===== config.mk =====
export PLATFORM = sky130hd
export DESIGN_NAME = booth_radix2_multiplier
export DESIGN_NICKNAME = d
export VERILOG_FILES = /design/src/rtl/core/br2_pkg.sv /design/src/rtl/core/br2_datapath.sv /design/src/rtl/core/booth_radix2_multiplier.sv
export SDC_FILE = /design/constraint.sdc
export NUM_CORES = 1
export LEC_CHECK = 0
export ABC_CLOCK_PERIOD_IN_PS = 6700
export BUFFER_PORTS_ARGS = -buffer_cell sky130_fd_sc_hd__buf_2
export CORE_MARGIN = 8
export CORE_UTILIZATION = 50
export CTS_CLUSTER_DIAMETER = 40
export DETAILED_ROUTE_END_ITERATION = 8
export GPL_ROUTABILITY_DRIVEN = 0
export GPL_TIMING_DRIVEN = 0
export MAX_ROUTING_LAYER = met4
export PLACE_DENSITY = 0.72
export SKIP_CTS_REPAIR_TIMING = 1
export SLEW_MARGIN = 10
export SYNTH_ARGS = -nofsm -noshare
export SYNTH_HDL_FRONTEND = slang
export SYNTH_SLANG_ARGS = --single-unit

===== constraint.sdc =====
create_clock -name clk_i -period 6.7 [get_ports clk_i]
set_clock_uncertainty 0.15 [all_clocks]
set_input_delay 1.34 -clock clk_i [delete_from_list [all_inputs] [get_ports clk_i]]
set_output_delay 1.34 -clock clk_i [all_outputs]
set_load 0.005 [all_outputs]

===== src/rtl/core/br2_pkg.sv =====
// ----------------------------------------------------------------------------
// br2_pkg
// Shared types, constants and the microcode table of the radix-2 Booth
// multiplier.
// ----------------------------------------------------------------------------
`default_nettype none

package br2_pkg;

  // fixed port widths
  localparam int unsigned BR2_IN_W    = 32;
  localparam int unsigned BR2_OUT_W   = 64;
  // default operand width
  localparam int unsigned BR2_WIDTH   = 32;

  // microprogram addresses
  typedef enum logic [1:0] {
    S_FETCH = 2'd0,
    S_MUL   = 2'd1,
    S_WRITE = 2'd2
  } step_e;

  // jump conditions
  typedef enum logic [1:0] {
    C_IN_VALID = 2'd0,
    C_CNT_DONE = 2'd1,
    C_OUT_FREE = 2'd2
  } cond_e;

  // one control word
  typedef struct packed {
    logic  in_ready;
    logic  booth;
    logic  result_wr;
    cond_e cond;
    step_e jump;
    step_e next;
  } ucode_t;

  // datapath controls
  typedef struct packed {
    logic load;
    logic step;
  } br2_ctrl_t;

  // control store
  function automatic ucode_t br2_ucode(step_e addr);
    ucode_t w;
    w = '{in_ready: 1'b0, booth: 1'b0, result_wr: 1'b0,
          cond: C_IN_VALID, jump: S_FETCH, next: S_FETCH};
    case (addr)
      S_FETCH: begin
        w.in_ready = 1'b1;
        w.cond     = C_IN_VALID;
        w.jump     = S_MUL;
        w.next     = S_FETCH;
      end
      S_MUL: begin
        w.booth = 1'b1;
        w.cond  = C_CNT_DONE;
        w.jump  = S_WRITE;
        w.next  = S_MUL;
      end
      S_WRITE: begin
        w.result_wr = 1'b1;
        w.cond      = C_OUT_FREE;
        w.jump      = S_FETCH;
        w.next      = S_WRITE;
      end
      default: begin
        w.jump = S_FETCH;
        w.next = S_FETCH;
      end
    endcase
    return w;
  endfunction

endpackage

`default_nettype wire


===== src/rtl/core/br2_datapath.sv =====
// ----------------------------------------------------------------------------
// br2_datapath
// Booth accumulator, multiplier shift register and shared add/subtract unit.
// ----------------------------------------------------------------------------
`default_nettype none

module br2_datapath
  import br2_pkg::*;
#(
  parameter int unsigned WIDTH = BR2_WIDTH
) (
  input  wire logic                   clk_i,
  input  wire br2_ctrl_t              ctrl_i,
  input  wire logic [BR2_IN_W-1:0]    mcand_i,
  input  wire logic [BR2_IN_W-1:0]    mplier_i,
  output      logic [2*WIDTH-1:0]     prod_o
);

  // accumulator carries one guard bit so that a - (-2^(w-1)) never wraps
  logic [WIDTH:0]   acc_q, acc_d;
  logic [WIDTH:0]   mcand_q, mcand_d;
  logic [WIDTH-1:0] mq_q, mq_d;
  logic             qm1_q, qm1_d;
  logic [WIDTH:0]   sum;

  always_comb begin
    sum = acc_q;
    case ({mq_q[0], qm1_q})
      2'b01:   sum = acc_q + mcand_q;
      2'b10:   sum = acc_q - mcand_q;
      default: sum = acc_q;
    endcase
  end

  always_comb begin
    acc_d   = acc_q;
    mcand_d = mcand_q;
    mq_d    = mq_q;
    qm1_d   = qm1_q;
    if (ctrl_i.load) begin
      acc_d   = '0;
      mcand_d = {mcand_i[WIDTH-1], mcand_i[WIDTH-1:0]};
      mq_d    = mplier_i[WIDTH-1:0];
      qm1_d   = 1'b0;
    end else if (ctrl_i.step) begin
      // add or subtract, then arithmetic shift right of {acc, mq, qm1}
      acc_d = {sum[WIDTH], sum[WIDTH:1]};
      mq_d  = {sum[0], mq_q[WIDTH-1:1]};
      qm1_d = mq_q[0];
    end
  end

  always_ff @(posedge clk_i) begin
    acc_q   <= acc_d;
    mcand_q <= mcand_d;
    mq_q    <= mq_d;
    qm1_q   <= qm1_d;
  end

  assign prod_o = {acc_q[WIDTH-1:0], mq_q};

endmodule

`default_nettype wire


===== src/rtl/core/booth_radix2_multiplier.sv =====
// ----------------------------------------------------------------------------
// booth_radix2_multiplier
// Iterative radix-2 Booth signed multiplier run by a small microprogram.
// ----------------------------------------------------------------------------
// usage:
//   input channel: in_valid_i / in_ready_o with multiplicand_i, multiplier_i
//   (two's complement; only the low WIDTH bits are used, sign taken from
//   bit WIDTH-1). output channel: out_valid_o / out_ready_i with product_o,
//   the exact 2*WIDTH-bit product sign-extended to 64 bits.
//   a request is taken in the fetch step. the shared add/subtract unit then
//   does one Booth step per cycle, WIDTH Booth steps in all, and the write
//   step then moves the product to the output register. a new request is
//   taken only once the sequencer is back in the fetch step, after the WIDTH
//   Booth steps and the write step of the last request are done.
//   the output register lets the next request be taken and worked on while a
//   finished product still waits; if the receiver stalls longer, the write
//   step holds until the output register frees up.
//   reset (rst_ni low, asynchronous) puts the sequencer in the fetch step and
//   empties the output register.
// ----------------------------------------------------------------------------
`default_nettype none

module booth_radix2_multiplier
  import br2_pkg::*;
#(
  parameter int unsigned WIDTH = BR2_WIDTH
) (
  input  wire logic                 clk_i,
  input  wire logic                 rst_ni,
  input  wire logic                 in_valid_i,
  output      logic                 in_ready_o,
  input  wire logic [BR2_IN_W-1:0]  multiplicand_i,
  input  wire logic [BR2_IN_W-1:0]  multiplier_i,
  output      logic                 out_valid_o,
  input  wire logic                 out_ready_i,
  output      logic [BR2_OUT_W-1:0] product_o
);

  localparam int unsigned CNT_W = $clog2(WIDTH);

  // sequencer state
  step_e            step_q, step_d;
  logic [CNT_W-1:0] cnt_q, cnt_d;
  ucode_t           uword;
  logic             cond_true;

  // output register
  logic                 out_valid_q, out_valid_d;
  logic [BR2_OUT_W-1:0] product_q, product_d;

  logic             in_accept;
  logic             out_free;
  br2_ctrl_t        ctrl;
  logic [2*WIDTH-1:0] prod;

  // fetch the control word of the current step
  assign uword      = br2_ucode(step_q);
  assign in_ready_o = uword.in_ready;
  assign in_accept  = in_valid_i & uword.in_ready;
  // output register can take a product this cycle
  assign out_free   = ~out_valid_q | out_ready_i;

  always_comb begin
    case (uword.cond)
      C_IN_VALID: cond_true = in_valid_i;
      C_CNT_DONE: cond_true = (cnt_q == '0);
      C_OUT_FREE: cond_true = out_free;
      default:    cond_true = 1'b0;
    endcase
  end

  // next step: conditional jump or stay/fall through
  always_comb begin
    step_d = cond_true ? uword.jump : uword.next;
    cnt_d  = cnt_q;
    if (in_accept) begin
      cnt_d = CNT_W'(WIDTH - 1);
    end else if (uword.booth) begin
      cnt_d = cnt_q - 1'b1;
    end
  end

  always_ff @(posedge clk_i or negedge rst_ni) begin
    if (!rst_ni) begin
      step_q <= S_FETCH;
      cnt_q  <= '0;
    end else begin
      step_q <= step_d;
      cnt_q  <= cnt_d;
    end
  end

  // datapath controls
  assign ctrl.load = in_accept;
  assign ctrl.step = uword.booth;

  br2_datapath #(
    .WIDTH (WIDTH)
  ) u_datapath (
    .clk_i    (clk_i),
    .ctrl_i   (ctrl),
    .mcand_i  (multiplicand_i),
    .mplier_i (multiplier_i),
    .prod_o   (prod)
  );

  // output register
  always_comb begin
    out_valid_d = out_valid_q;
    product_d   = product_q;
    if (out_valid_q && out_ready_i) begin
      out_valid_d = 1'b0;
    end
    if (uword.result_wr && out_free) begin
      out_valid_d = 1'b1;
      product_d   = BR2_OUT_W'($signed(prod));
    end
  end

  always_ff @(posedge clk_i or negedge rst_ni) begin
    if (!rst_ni) begin
      out_valid_q <= 1'b0;
    end else begin
      out_valid_q <= out_valid_d;
    end
  end

  always_ff @(posedge clk_i) begin
    product_q <= product_d;
  end

  assign out_valid_o = out_valid_q;
  assign product_o   = product_q;

  // a taken request starts a full run of Booth steps
  a_accept_starts: assert property (@(posedge clk_i) disable iff (!rst_ni)
    in_accept |=> (step_q == S_MUL) && (cnt_q == CNT_W'(WIDTH - 1)))
    else $error("request did not start a full Booth run");

  // the last Booth step hands over to the write step
  a_last_step: assert property (@(posedge clk_i) disable iff (!rst_ni)
    (step_q == S_MUL) && (cnt_q == '0) |=> (step_q == S_WRITE))
    else $error("Booth loop overran its count");

  // a write step with a free output register yields a valid product
  a_write_fills: assert property (@(posedge clk_i) disable iff (!rst_ni)
    (step_q == S_WRITE) && out_free |=> out_valid_q && (step_q == S_FETCH))
    else $error("product not written on a free output register");

  // a product only appears out of the write step
  a_valid_source: assert property (@(posedge clk_i) disable iff (!rst_ni)
    $rose(out_valid_q) |-> ($past(step_q) == S_WRITE))
    else $error("output valid raised outside the write step");

endmodule

`default_nettype wire

==> run_results.csv <==
group,metric,value,unit
detailed_routing,post-route-drc-count,0,
sta,setup_viol,0,
sta,slew_headroom,43.5,%
grt,grt_pass1_vias,6517,
cts,cts_root_buffer,"clkbuf_16",
detailed_routing,viasPerCell,5.50,
layout,drive_gt1_share,19.5,%
floorplan,initial_core_util,50.5,%
worst_hold_path,hp-class,"reg2reg",
setup_path,cp.arrival,4.83,ns
detailed_routing,firstDrtPassIters,5,
cts,cts_tree,"done",
grt,grt.total_usage,20.0,%
floorplan,die_area,0.0218,mm^2
cts,cts_buffers,17,
detailed_routing,routed_wl,21000,um
sta,rsz0062_at_grt,"false",
synth,ys_seq_area_share,54.4,%
synth,syn_nets,925,
floorplan,rows,48,
synth,ys_async_sr_fraction,4.73,%
floorplan,die_w,148,um
setup_path,crit_slowest_cell,"fa_1",
run,cap_viol_max_count,0,
setup_path,crit_required,6.84,ns
sta,finalHoldViolations,0,
cts,htreeDepth,4,
layout,layout_commonest_cell,"nand2_1",
placed_design,dp_slack,2.04,ns
sta,fmax,213,MHz
grt,overflow,0,
power,ir_worst_vdd,0.000275,V
sta,tightest_slew,0.847,ns
synth,ys_seq_elements,169,
sta,fin_crit,4.69,ns
cts,insertion_delay,0.43,ns
cts,path_clk_slew,0.07,ns
layout,syn2layout_area_growth,17.8,%
sta,setup_tns,0,ns
grt,grt_antenna_before_repair,0,
synth,synth_edf_count,128,
setup_path,crit_type,"reg2reg",
sta,fin_ws,2.01,ns
cts,cts_buffer_depth,2,
grt,grt_pass1_wl,33900,um
detailed_routing,drt_first_iter_violations,481,
detailed_routing,vias,6635,
sta,holdWs,0.299,ns
detailed_routing,antenna_left,0,
setup_path,crit_path_cell_trace,"ha_1 > clkbuf_1 > buf_1 > mux2i_1 > fa_1 > a211oi_1 > o21bai_1 > a211oi_2 > a311oi_2 > o31ai_1 > nor3_1 > o41ai_1 > a21oi_1",
floorplan,io_pins,134,
layout,diodes,0,
synth,netlist_area,0.00865,mm^2
layout,nets,1078,
setup_path,critPathLaunchType,"flop",
placed_design,port_buffers,133,
sta,drv_slew,0,
floorplan,die-height,148,um
setup_path,path_max_fanout,10,
synth,ys_types,69,
synth,yosysWarnings,0,
synth,postSynthAreaPerCell,10.6,um^2
outcome,outcome,"finished, final reports clean",
cts,clkSinkCount,169,
sta,fin_crit_sh,70.0,%
power,power_density,576,mW/mm^2
power,leakage,4.17,nW
setup_path,max_stage_delay,0.50,ns
setup_path,crit_path_end_kind,"flop",
detailed_routing,routedWlPerCell,17.4,um
grt,grt_max_degree,65,
synth,synth-main-ff-cell,"edfxtp_1",
layout,mostFrequentLayoutCells,"nand2_1 (155), buf_2 (137), edfxtp_1 (128)",
synth,syn_inst,815,
placed_design,place_hpwl,16000,um
floorplan,core,0.0171,mm^2
## kinds of logic after synthesis
family                   share of synthesized area, %
AO/OA/AOI/OAI                                    14.4
multiplexers                                     1.40
flip-flops                                       54.4
XOR/XNOR                                         5.26
buffers and inverters                            2.26
adder cells (fa/ha/maj)                          6.16
AND/OR/NAND/NOR                                  16.1
## worst paths after layout
kind	cells past startpoint	end	from	slack, ns
max reg2reg	13	u_datapath.acc_q[25]$_SDFFE_PP0P_	u_datapath.mq_q[0]$_DFFE_PP_	2.01
max in group asynchronous	1	cnt_q[1]$_DFFE_PN0P_	rst_ni	5.64
min	0	product_o[11]$_DFFE_PP_	u_datapath.mq_q[11]$_DFFE_PP_	0.30
max	13	u_datapath.acc_q[25]$_SDFFE_PP0P_	u_datapath.mq_q[0]$_DFFE_PP_	2.01
min in group asynchronous	1	out_valid_o$_DFFE_PN0P_	rst_ni	0.59
min reg2reg	0	product_o[11]$_DFFE_PP_	u_datapath.mq_q[11]$_DFFE_PP_	0.30
## registers in the layout, indices dropped and copies added (netlist names)
register and count:
product_o 64, u_datapath.qm1_q 1, u_datapath.mcand_q 32, u_datapath.acc_q 32, step_q 2, u_datapath.mq_q 32, out_valid_o 1, cnt_q 5
## metal layers
metal	wire length (um)	global-route usage (%)	share of wire [%]
met5	0	-	0
met4	371	6.88	1.8
met3	1760	4.28	8.4
met2	9490	31.4	45
met1	9340	25.5	45
## metrics by stage
stage	area (um^2)	utilization [%]	total power, mW	instances
6_report	10200	59.6	5.87	1206
5_1_grt	10200	59.6	6.33	1206
4_1_cts	10200	59.6	5.85	1206
3_5_place_dp	9630	56.2	4.89	1174
3_3_place_gp	9600	56.1	4.81	1173
2_1_floorplan	8650	-	4.08	815
## where the power goes
| part | switching [mW] | internal, mW | leakage [nW] | total, mW |
|---|---|---|---|---|
| combinational | 1.87 | 1.20 | 2.33 | 3.07 |
| sequential | 0.242 | 1.62 | 1.57 | 1.86 |
| clock | 0.426 | 0.518 | 0.273 | 0.944 |
| total | 2.54 | 3.33 | 4.17 | 5.87 |
## cells in the mapped netlist, types with 11 or more instances
library cell  count  area share [%]
a21o_1           18             1.6
a21oi_1          54             3.1
a31oi_1          13            0.94
clkbuf_1         20            0.87
dfxtp_1          33             7.6
edfxtp_1        128              44
ha_1             41             5.9
inv_1            16            0.69
mux2i_1          11             1.3
nand2_1         155             6.7
nand2b_1         12            0.87
nor2_1           48             2.1
nor3_1           13            0.75
o21ai_0          47             2.7
xnor2_1          41             4.2
xor2_1           11             1.1
## worst max-delay path: cells and delay by family (launching register included)
family	cells	cell delay [ns]
AOI/OAI and AO/OA	7	2.01
buffers and inverters	2	0.89
adders and majority gates	2	0.73
DFF	1	0.42
muxes	1	0.25
and+or+nand+nor	1	0.08
## cell type report
cell class / count / area (um^2)
inverters: 18 / 67.6
well taps: 225 / 282
repair buffers: 134 / 686
clock inverters: 15 / 143
clock buffers: 17 / 425
multi-input cells: 595 / 3760
flip-flops and latches: 169 / 4700
fillers: 1459 / 6920
plain buffers: 33 / 129
No activity file was read; power rests on OpenSTA's default activity.
